**src/sim_pkg.sv**
```systemverilog
`default_nettype none

package sim_pkg;

  // Defaults for the top-level parameters
  localparam int MAX_DIM_DEF    = 4096;
  localparam int SCAN_COUNT_DEF = 6;

  // Field widths
  localparam int PIX_W = 32;
  localparam int CFG_W = 13;
  localparam int TOL_W = 9;
  localparam int CNT_W = 20;
  localparam int IDX_W = 2;

  localparam logic [CNT_W-1:0] CNT_MAX = {CNT_W{1'b1}};

  // Register indexes on the configuration port
  localparam logic [IDX_W-1:0] REG_IMAGE_WIDTH  = 2'd0;
  localparam logic [IDX_W-1:0] REG_IMAGE_HEIGHT = 2'd1;
  localparam logic [IDX_W-1:0] REG_CHANNEL_TOL  = 2'd2;

  // Register reset values
  localparam logic [CFG_W-1:0] RST_IMAGE_WIDTH  = 13'd64;
  localparam logic [CFG_W-1:0] RST_IMAGE_HEIGHT = 13'd64;
  localparam logic [TOL_W-1:0] RST_CHANNEL_TOL  = 9'd32;

  // Match rule: 20 * count >= 19 * sampled, i.e. at least 95 percent
  localparam int MATCH_NUM   = 19;
  localparam int MATCH_DEN   = 20;
  localparam int SPECIAL_DIM = 27;

  // Transparent white; paired with transparent black it counts as a full match
  localparam logic [PIX_W-1:0] CLEAR_WHITE = 32'h00FF_FFFF;

  // Per-pair compare flags
  typedef struct packed {
    logic equal;
    logic red;
    logic green;
    logic blue;
    logic alpha;
  } pix_cmp_t;

endpackage

`default_nettype wire

```
**src/sim_pix_cmp.sv**
```systemverilog
`default_nettype none

module sim_pix_cmp (
  input  wire logic [sim_pkg::PIX_W-1:0] src_pixel,
  input  wire logic [sim_pkg::PIX_W-1:0] dst_pixel,
  input  wire logic [sim_pkg::TOL_W-1:0] tolerance,
  output sim_pkg::pix_cmp_t              flags
);

  logic       special;
  logic [7:0] diff_r8;
  logic [7:0] diff_g8;
  logic [7:0] diff_b8;

  // Absolute channel difference
  function automatic logic [7:0] abs_diff(input logic [7:0] a, input logic [7:0] b);
    logic [7:0] d;
    if (a > b) begin
      d = a - b;
    end else begin
      d = b - a;
    end
    return d;
  endfunction

  always_comb begin
    special = (src_pixel == '0 && dst_pixel == sim_pkg::CLEAR_WHITE) ||
              (dst_pixel == '0 && src_pixel == sim_pkg::CLEAR_WHITE);
    diff_r8 = abs_diff(src_pixel[23:16], dst_pixel[23:16]);
    diff_g8 = abs_diff(src_pixel[15:8], dst_pixel[15:8]);
    diff_b8 = abs_diff(src_pixel[7:0], dst_pixel[7:0]);

    // Close RGB within tolerance, alpha exact
    flags.equal = (src_pixel == dst_pixel);
    flags.red   = special || ({1'b0, diff_r8} < tolerance);
    flags.green = special || ({1'b0, diff_g8} < tolerance);
    flags.blue  = special || ({1'b0, diff_b8} < tolerance);
    flags.alpha = special || (src_pixel[31:24] == dst_pixel[31:24]);
  end

endmodule

`default_nettype wire

```
**src/sim_off_div.sv**
```systemverilog
`default_nettype none

// Scan spacing dim / (2 * SCAN_COUNT) by reciprocal multiply, registered.
// The ceiling reciprocal with LOG_D extra bits gives the exact quotient for
// every dim below 2**DIM_W.
module sim_off_div #(
  parameter int SCAN_COUNT = sim_pkg::SCAN_COUNT_DEF,
  parameter int DIM_W      = 13,
  parameter int OFF_W      = 9
) (
  input  wire logic             clk,
  input  wire logic [DIM_W-1:0] dim,
  output logic      [OFF_W-1:0] off
);

  localparam int DIV     = 2 * SCAN_COUNT;
  localparam int LOG_D   = $clog2(DIV);
  localparam int SH      = DIM_W + LOG_D;
  localparam int RECIP   = ((1 << SH) + DIV - 1) / DIV;
  localparam int RECIP_W = SH - LOG_D + 2;
  localparam int PROD_W  = DIM_W + RECIP_W;

  logic [PROD_W-1:0] prod;
  logic [PROD_W-1:0] quot;
  logic [OFF_W-1:0]  off_r;
  logic [OFF_W-1:0]  off_nxt;

  always_comb begin
    prod    = PROD_W'(dim) * PROD_W'(RECIP);
    quot    = prod >> SH;
    off_nxt = quot[OFF_W-1:0];
  end

  // Register the spacing; it follows the dimension register in the next cycle
  always_ff @(posedge clk) begin
    off_r <= off_nxt;
  end

  assign off = off_r;

endmodule

`default_nettype wire

```
**src/scanline_image_match.sv**
```systemverilog
// Compares two equal-size ARGB images streamed as raster-order pixel pairs
// (in_tdata: source pixel in bits 31:0, second pixel in 63:32), row by row,
// left to right. One pair is taken every clock cycle unless stalled; a pair
// passes an input register and then one state-update stage, which for the
// last pair of a frame also loads the out_tdata result register, and the
// input stalls only while a finished result waits on out_tready. The
// result is one transfer per frame: match verdict, bitwise identity and the
// per-channel match counts over the scan-line samples (rows and columns every
// dimension/(2*SCAN_COUNT), an intersection counted twice). Dimensions are
// clamped to 1..MAX_DIM. The scan spacing is recomputed in the cycle after a
// write to image_width or image_height.
`default_nettype none

module scanline_image_match #(
  parameter int MAX_DIM    = sim_pkg::MAX_DIM_DEF,
  parameter int SCAN_COUNT = sim_pkg::SCAN_COUNT_DEF
) (
  input  wire logic                      clk,
  input  wire logic                      rst_n,
  // configuration
  input  wire logic                      cfg_we,
  input  wire logic [sim_pkg::IDX_W-1:0] cfg_index,
  input  wire logic [sim_pkg::CFG_W-1:0] cfg_wdata,
  // pixel pairs
  input  wire logic                      in_tvalid,
  output logic                           in_tready,
  input  wire logic [63:0]               in_tdata,   // src_pixel[31:0], dst_pixel[63:32]
  // frame results
  output logic                           out_tvalid,
  input  wire logic                      out_tready,
  // images_match[0], identical[1], red_matches[21:2], green_matches[41:22],
  // blue_matches[61:42], alpha_matches[81:62], sampled_count[101:82], zero pad
  output logic [103:0]                   out_tdata
);

  localparam int DIM_W   = $clog2(MAX_DIM + 1);
  localparam int POS_W   = (MAX_DIM > 1) ? $clog2(MAX_DIM) : 1;
  localparam int OFF_MAX = MAX_DIM / (2 * SCAN_COUNT);
  localparam int OFF_W   = (OFF_MAX > 0) ? $clog2(OFF_MAX + 1) : 1;
  localparam int CNT_W   = sim_pkg::CNT_W;
  localparam int RAT_W   = CNT_W + 5;

  // Configuration registers
  logic [sim_pkg::CFG_W-1:0] width_cfg_r;
  logic [sim_pkg::CFG_W-1:0] height_cfg_r;
  logic [sim_pkg::TOL_W-1:0] tol_cfg_r;

  // Effective dimensions and spacing
  logic [DIM_W-1:0] w_eff;
  logic [DIM_W-1:0] h_eff;
  logic [OFF_W-1:0] coff;
  logic [OFF_W-1:0] roff;

  // Input stage
  logic                      pipe_vld_r;
  logic [sim_pkg::PIX_W-1:0] pipe_src_r;
  logic [sim_pkg::PIX_W-1:0] pipe_dst_r;
  logic                      in_xfer;
  logic                      adv;

  // Frame state
  logic [POS_W-1:0] col_pos_r,   col_pos_nxt;
  logic [POS_W-1:0] row_pos_r,   row_pos_nxt;
  logic [OFF_W-1:0] col_phase_r, col_phase_nxt;
  logic [OFF_W-1:0] row_phase_r, row_phase_nxt;
  logic [CNT_W-1:0] red_cnt_r,   red_cnt_nxt;
  logic [CNT_W-1:0] green_cnt_r, green_cnt_nxt;
  logic [CNT_W-1:0] blue_cnt_r,  blue_cnt_nxt;
  logic [CNT_W-1:0] alpha_cnt_r, alpha_cnt_nxt;
  logic [CNT_W-1:0] visit_cnt_r, visit_cnt_nxt;
  logic             all_equal_r, all_equal_nxt;

  // Per-pair work
  sim_pkg::pix_cmp_t flags;
  logic [1:0]        visits;
  logic [CNT_W-1:0]  red_upd, green_upd, blue_upd, alpha_upd, visit_upd;
  logic              eq_upd;
  logic              row_end;
  logic              frame_end;
  logic              alpha_full;
  logic              ratio_pass;
  logic              equal_rgb;
  logic              special_dim;
  logic              match_res;

  // Result register
  logic             out_vld_r,   out_vld_nxt;
  logic             out_match_r;
  logic             out_ident_r;
  logic [CNT_W-1:0] out_red_r;
  logic [CNT_W-1:0] out_green_r;
  logic [CNT_W-1:0] out_blue_r;
  logic [CNT_W-1:0] out_alpha_r;
  logic [CNT_W-1:0] out_visit_r;

  function automatic logic [DIM_W-1:0] eff_dim(input logic [sim_pkg::CFG_W-1:0] v);
    logic [DIM_W-1:0] d;
    if (v == '0) begin
      d = DIM_W'(1);
    end else if (int'(v) > MAX_DIM) begin
      d = DIM_W'(MAX_DIM);
    end else begin
      d = DIM_W'(v);
    end
    return d;
  endfunction

  function automatic logic [CNT_W-1:0] sat_add(input logic [CNT_W-1:0] a,
                                               input logic [1:0] b);
    logic [CNT_W:0] s;
    s = {1'b0, a} + (CNT_W + 1)'(b);
    return s[CNT_W] ? sim_pkg::CNT_MAX : s[CNT_W-1:0];
  endfunction

  function automatic logic ratio_ok(input logic [CNT_W-1:0] c,
                                    input logic [CNT_W-1:0] v);
    return (RAT_W'(c) * RAT_W'(sim_pkg::MATCH_DEN)) >=
           (RAT_W'(v) * RAT_W'(sim_pkg::MATCH_NUM));
  endfunction

  // Write configuration registers
  always_ff @(posedge clk) begin
    if (!rst_n) begin
      width_cfg_r  <= sim_pkg::RST_IMAGE_WIDTH;
      height_cfg_r <= sim_pkg::RST_IMAGE_HEIGHT;
      tol_cfg_r    <= sim_pkg::RST_CHANNEL_TOL;
    end else if (cfg_we) begin
      unique case (cfg_index)
        sim_pkg::REG_IMAGE_WIDTH:  width_cfg_r  <= cfg_wdata;
        sim_pkg::REG_IMAGE_HEIGHT: height_cfg_r <= cfg_wdata;
        sim_pkg::REG_CHANNEL_TOL:  tol_cfg_r    <= cfg_wdata[sim_pkg::TOL_W-1:0];
        default: ;
      endcase
    end
  end

  assign w_eff = eff_dim(width_cfg_r);
  assign h_eff = eff_dim(height_cfg_r);

  sim_off_div #(
    .SCAN_COUNT (SCAN_COUNT),
    .DIM_W      (DIM_W),
    .OFF_W      (OFF_W)
  ) u_col_div (
    .clk (clk),
    .dim (w_eff),
    .off (coff)
  );

  sim_off_div #(
    .SCAN_COUNT (SCAN_COUNT),
    .DIM_W      (DIM_W),
    .OFF_W      (OFF_W)
  ) u_row_div (
    .clk (clk),
    .dim (h_eff),
    .off (roff)
  );

  // Handshake: advance the held pair unless a result is still waiting
  assign adv       = pipe_vld_r && (!out_vld_r || out_tready);
  assign in_tready = !pipe_vld_r || adv;
  assign in_xfer   = in_tvalid && in_tready;

  // Hold the incoming pair
  always_ff @(posedge clk) begin
    if (!rst_n) begin
      pipe_vld_r <= 1'b0;
    end else if (in_tready) begin
      pipe_vld_r <= in_tvalid;
    end
  end

  always_ff @(posedge clk) begin
    if (in_xfer) begin
      pipe_src_r <= in_tdata[31:0];
      pipe_dst_r <= in_tdata[63:32];
    end
  end

  sim_pix_cmp u_cmp (
    .src_pixel (pipe_src_r),
    .dst_pixel (pipe_dst_r),
    .tolerance (tol_cfg_r),
    .flags     (flags)
  );

  // Sample, count and judge
  always_comb begin
    visits = 2'((roff != '0) && (row_phase_r == '0) && (row_pos_r != '0)) +
             2'((coff != '0) && (col_phase_r == '0) && (col_pos_r != '0));

    red_upd   = sat_add(red_cnt_r,   flags.red   ? visits : 2'd0);
    green_upd = sat_add(green_cnt_r, flags.green ? visits : 2'd0);
    blue_upd  = sat_add(blue_cnt_r,  flags.blue  ? visits : 2'd0);
    alpha_upd = sat_add(alpha_cnt_r, flags.alpha ? visits : 2'd0);
    visit_upd = sat_add(visit_cnt_r, visits);
    eq_upd    = all_equal_r && flags.equal;

    row_end   = DIM_W'(col_pos_r) >= (w_eff - DIM_W'(1));
    frame_end = row_end && (DIM_W'(row_pos_r) >= (h_eff - DIM_W'(1)));

    alpha_full  = (alpha_upd == visit_upd);
    ratio_pass  = ratio_ok(red_upd, visit_upd) && ratio_ok(green_upd, visit_upd) &&
                  ratio_ok(blue_upd, visit_upd) && alpha_full;
    equal_rgb   = (red_upd == green_upd) && (green_upd == blue_upd);
    special_dim = (w_eff == DIM_W'(sim_pkg::SPECIAL_DIM)) &&
                  (h_eff == DIM_W'(sim_pkg::SPECIAL_DIM));
    match_res   = eq_upd || ratio_pass || (equal_rgb && alpha_full && !special_dim);
  end

  // Next frame state
  always_comb begin
    col_pos_nxt   = col_pos_r;
    row_pos_nxt   = row_pos_r;
    col_phase_nxt = col_phase_r;
    row_phase_nxt = row_phase_r;
    red_cnt_nxt   = red_cnt_r;
    green_cnt_nxt = green_cnt_r;
    blue_cnt_nxt  = blue_cnt_r;
    alpha_cnt_nxt = alpha_cnt_r;
    visit_cnt_nxt = visit_cnt_r;
    all_equal_nxt = all_equal_r;
    if (adv) begin
      if (frame_end) begin
        col_pos_nxt   = '0;
        row_pos_nxt   = '0;
        col_phase_nxt = '0;
        row_phase_nxt = '0;
        red_cnt_nxt   = '0;
        green_cnt_nxt = '0;
        blue_cnt_nxt  = '0;
        alpha_cnt_nxt = '0;
        visit_cnt_nxt = '0;
        all_equal_nxt = 1'b1;
      end else begin
        red_cnt_nxt   = red_upd;
        green_cnt_nxt = green_upd;
        blue_cnt_nxt  = blue_upd;
        alpha_cnt_nxt = alpha_upd;
        visit_cnt_nxt = visit_upd;
        all_equal_nxt = eq_upd;
        if (row_end) begin
          col_pos_nxt   = '0;
          col_phase_nxt = '0;
          row_pos_nxt   = row_pos_r + POS_W'(1);
          if (roff == '0 || row_phase_r >= roff - OFF_W'(1)) begin
            row_phase_nxt = '0;
          end else begin
            row_phase_nxt = row_phase_r + OFF_W'(1);
          end
        end else begin
          col_pos_nxt = col_pos_r + POS_W'(1);
          if (coff == '0 || col_phase_r >= coff - OFF_W'(1)) begin
            col_phase_nxt = '0;
          end else begin
            col_phase_nxt = col_phase_r + OFF_W'(1);
          end
        end
      end
    end
  end

  always_ff @(posedge clk) begin
    if (!rst_n) begin
      col_pos_r   <= '0;
      row_pos_r   <= '0;
      col_phase_r <= '0;
      row_phase_r <= '0;
      red_cnt_r   <= '0;
      green_cnt_r <= '0;
      blue_cnt_r  <= '0;
      alpha_cnt_r <= '0;
      visit_cnt_r <= '0;
      all_equal_r <= 1'b1;
    end else begin
      col_pos_r   <= col_pos_nxt;
      row_pos_r   <= row_pos_nxt;
      col_phase_r <= col_phase_nxt;
      row_phase_r <= row_phase_nxt;
      red_cnt_r   <= red_cnt_nxt;
      green_cnt_r <= green_cnt_nxt;
      blue_cnt_r  <= blue_cnt_nxt;
      alpha_cnt_r <= alpha_cnt_nxt;
      visit_cnt_r <= visit_cnt_nxt;
      all_equal_r <= all_equal_nxt;
    end
  end

  // Load the result at frame end, drop it once transferred
  always_comb begin
    if (adv && frame_end) begin
      out_vld_nxt = 1'b1;
    end else if (out_tready) begin
      out_vld_nxt = 1'b0;
    end else begin
      out_vld_nxt = out_vld_r;
    end
  end

  always_ff @(posedge clk) begin
    if (!rst_n) begin
      out_vld_r <= 1'b0;
    end else begin
      out_vld_r <= out_vld_nxt;
    end
  end

  always_ff @(posedge clk) begin
    if (adv && frame_end) begin
      out_match_r <= match_res;
      out_ident_r <= eq_upd;
      out_red_r   <= red_upd;
      out_green_r <= green_upd;
      out_blue_r  <= blue_upd;
      out_alpha_r <= alpha_upd;
      out_visit_r <= visit_upd;
    end
  end

  assign out_tvalid = out_vld_r;
  assign out_tdata  = {2'b00, out_visit_r, out_alpha_r, out_blue_r, out_green_r,
                       out_red_r, out_ident_r, out_match_r};

  // Checks
  a_cnt_bound: assert property (@(posedge clk) disable iff (!rst_n)
    red_cnt_r <= visit_cnt_r && green_cnt_r <= visit_cnt_r &&
    blue_cnt_r <= visit_cnt_r && alpha_cnt_r <= visit_cnt_r)
    else $error("channel count exceeds sampled count");

  a_frame_clear: assert property (@(posedge clk) disable iff (!rst_n)
    (adv && frame_end) |=> (col_pos_r == '0 && row_pos_r == '0 &&
                            visit_cnt_r == '0 && all_equal_r))
    else $error("frame state not cleared after frame end");

  a_ident_match: assert property (@(posedge clk) disable iff (!rst_n)
    (out_vld_r && out_ident_r) |-> (out_match_r && out_alpha_r == out_visit_r))
    else $error("identical frame reported without full match");

  a_pipe_hold: assert property (@(posedge clk) disable iff (!rst_n)
    (pipe_vld_r && !adv) |=> (pipe_vld_r && $stable(pipe_src_r) && $stable(pipe_dst_r)))
    else $error("held pixel pair lost while stalled");

endmodule

`default_nettype wire

```
**config.mk**
```make
export PLATFORM = sky130hd
export DESIGN_NAME = scanline_image_match
export DESIGN_NICKNAME = d
export VERILOG_FILES = /design/src/sim_pkg.sv /design/src/sim_pix_cmp.sv /design/src/sim_off_div.sv /design/src/scanline_image_match.sv
export SDC_FILE = /design/constraint.sdc
export NUM_CORES = 2
export LEC_CHECK = 0
export BUFFER_PORTS_ARGS = -buffer_cell sky130_fd_sc_hd__buf_4
export CORE_ASPECT_RATIO = 0.5
export CORE_UTILIZATION = 36
export CTS_CLUSTER_SIZE = 12
export DETAILED_ROUTE_END_ITERATION = 7
export PLACE_DENSITY = 0.52
export SYNTH_ARGS = -nofsm -noshare
export SYNTH_HDL_FRONTEND = slang
export SYNTH_SLANG_ARGS = --single-unit
```
**constraint.sdc**
```tcl
create_clock -name clk -period 11.3 [get_ports clk]
set_clock_uncertainty 0.1 [all_clocks]
set_input_delay 1.695 -clock clk [delete_from_list [all_inputs] [get_ports clk]]
set_output_delay 1.695 -clock clk [all_outputs]
set_load 0.005 [all_outputs]
```
==> flow_summary_export.csv <==
group,metric,value,unit
synth,synth_most_common_cell,"ha_1",
clock_tree,postCtsHoldBufs,0,
clock_tree,post_cts_buffers,0,
synth,synth_edf_count,166,
placement,post-dp-hpwl,69700,um
drt,route.detailed.drc,0,
global_routing,grt.total_usage,0.197,
synth,async_flop_share,0,
clock_tree,insertion_delay,0.61,ns
setup_path,required,11.64,ns
global_routing,grt_overflow_total,0,
clock_tree,cts_tree,"built",
synth,yosys_most_used_dff,"dfxtp_1",
pwr,cellPowerDensity,101,mW/mm^2
clock_tree,cts.sinks,364,
synth,ys_ff_latch,364,
drt,first_pass_iters,5,
cells_and_area,fillers,8380,
pwr,leakagePower,0.0174,uW
drt,wirelength,87500,um
timing,final_max_slew_viol_count,0,
synth,syn_inst,3312,
setup_path,cp_max_fo,10,
synth,syn_area,0.0312,mm^2
cells_and_area,design_area,0.0355,mm^2
drt,ant_nets,0,
cells_and_area,layout-drive-gt1-share,0.100,
setup_path,slowest_delay,0.52,ns
synth,seq_area_frac_synth,0.287,
synth,yosysWarnings,0,
timing,tightest_slew,1.32,ns
setup_path,crit_arrival,10.89,ns
run,maxCapViolations,0,
synth,netlist.area_leader.share,0.209,
placement,place_area,0.0342,mm^2
setup_path,endpoint_kind,"flip-flop",
floorplanning,die_h,210,um
global_routing,grt_pass1_vias,24038,
min_path,hp-class,"flip-flop to flip-flop",
timing,tns,0,ns
status,outcome,"completed",
drt,drtIter0Drc,1621,
floorplanning,start_util,0.368,
timing,finalCritPeriodShare,0.934,
clock_tree,clk_pin_slew,0.07,ns
timing,layout_min_cycle_time,10.55,ns
cells_and_area,nets,4252,
floorplanning,die_w,418,um
drt,wl_per_cell,18.5,um
clock_tree,clk_path_buf_depth,3,
clock_tree,clockRootBuffer,"clkbuf_16",
floorplanning,dieArea,0.0879,mm^2
global_routing,antenna_found_initial,2,
drt,avgViaCountPerCell,5.26,
setup_path,critPathSlowestCell,"fa_1",
setup_path,cp_common_cell,"ha_1",
cells_and_area,area_growth_syn_to_layout,13.9,%
timing,fmax,94.7,MHz
clock_tree,cts_inserted_buffers,40,
global_routing,grt_pass1_wl,137000,um
placement,io_buffers,187,
floorplanning,pin_count,190,
floorplanning,rows,75,
floorplanning,core_region_area,0.0848,mm^2
synth,yosys-top-cells-area,"ha_1 (21%), edfxtp_1 (16%), dfxtp_1 (13%)",
global_routing,grt_max_degree,87,
timing,hold_viol_final,0,
synth,synthTopCellsByCount,"ha_1 (521), inv_1 (353), nand2_1 (288)",
pwr,worst_ir_drop_vdd,0.0861,mV
timing,whs,0.363,ns
timing,rsz0062_at_grt,"no",
drt,vias,24824,
timing,setup_violations,0,
placement,gp_congestion,0.912,
synth,syn_area_per_cell,9.42,um^2
clock_tree,htreeDepth,2,
setup_path,startpoint_type,"flip-flop",
synth,post-synth-top-area-cell,"ha_1",
synth,ys_types,90,
cells_and_area,fin_util,0.419,
setup_path,path_class,"flip-flop to flip-flop",
timing,relSlewSlack,0.113,
worst max-delay path, delay by kind of cell, from the launching register on:
family	cells	cell delay, ns
fa+ha+maj	9	2.50
simple gates	8	1.71
buf+inv	7	0.80
flops	1	0.44
compound gates	20	4.37
xor+xnor	1	0.08
mux	1	0.41
routing by layer:
metal	GRT usage	share of wire
met1	0.277	0.48
met2	0.320	0.46
met3	0.0252	0.043
met4	0.0493	0.023
met5	0	0
timing repair:
item | in CTS | in global routing
endpoints found under the hold margin | 0 | 0
gates resized for setup | 0 | 4
setup endpoints to repair | 0 | 1
cells by family (layout without fill, tap and decap cells):
kind of cell / Yosys count / after routing / synth area share
AO/OA/AOI/OAI: 640 / 640 / 0.139
buffers and inverters: 424 / 670 / 0.0517
AND/OR/NAND/NOR: 960 / 960 / 0.157
other: 2 / 5 / 0.000241
XOR/XNOR: 237 / 237 / 0.0665
multiplexers: 48 / 48 / 0.0158
adder cells (fa/ha/maj): 637 / 637 / 0.283
flip-flops: 364 / 364 / 0.287
layout by cell type (no fill, tap or decap), types with 60 or more instances in the layout:
cell        n
nor3_1     60
xor2_1     88
buf_4     245
ha_1      521
o21ai_0   128
xnor2_1   149
a22o_1     65
edfxtp_1  166
nand2_1   287
fa_1      116
nand3_1    95
dfxtp_1   198
a21o_1     66
nor2_1    158
a21oi_1   136
nand4_1    79
inv_1     353
registers in the layout (all words and copies together), names as in the netlist, 13 cells and up:
name          flops
pipe_dst_r       32
pipe_src_r       32
alpha_cnt_r      20
blue_cnt_r       20
green_cnt_r      20
out_alpha_r      20
out_blue_r       20
out_green_r      20
out_red_r        20
out_visit_r      20
red_cnt_r        20
visit_cnt_r      20
height_cfg_r     13
width_cfg_r      13
stage by stage:
stage | instances | setup WS (ns) | total power [uW]
after floorplan | 3314 | 1.68 | 2050
after global placement | 4644 | 0.818 | 2280
after detailed placement | 4644 | 0.678 | 2290
after CTS | 4715 | 0.621 | 3650
after global routing | 4716 | 0.0423 | 3800
final | 4716 | 0.746 | 3590
final cells by class:
| class | count | area [um^2] | share of cell area |
|---|---|---|---|
| tap | 1155 | 1450 | 0.0407 |
| timing repair buffer | 245 | 1840 | 0.0517 |
| clock inverter | 10 | 67.6 | 0.00190 |
| clock buffer | 61 | 1230 | 0.0347 |
| inverter | 354 | 1330 | 0.0374 |
| sequential | 364 | 8950 | 0.252 |
| multi-input combinational | 2526 | 20700 | 0.582 |
| antenna | 1 | 2.50 | 0.0000704 |
power breakdown:
group | switching [uW] | leakage [uW] | internal (uW) | total, uW
clock network | 581 | 0.000626 | 755 | 1340
registers | 38.2 | 0.00337 | 1410 | 1450
logic | 451 | 0.0134 | 356 | 807
total | 1070 | 0.0174 | 2520 | 3590
worst paths after layout:
path / from / end / slack, ns / cells after the start
setup / recovery: pipe_src_r[8]$_DFFE_PP_ / out_match_r$_DFFE_PP_ / 0.75 / 46
hold / removal: all_equal_r$_SDFFE_PN1P_ / all_equal_r$_SDFFE_PN1P_ / 0.36 / 1
setup reg to reg: pipe_src_r[8]$_DFFE_PP_ / out_match_r$_DFFE_PP_ / 0.75 / 46
hold reg to reg: all_equal_r$_SDFFE_PN1P_ / all_equal_r$_SDFFE_PN1P_ / 0.36 / 1
No activity file was read; power rests on OpenSTA's default activity.
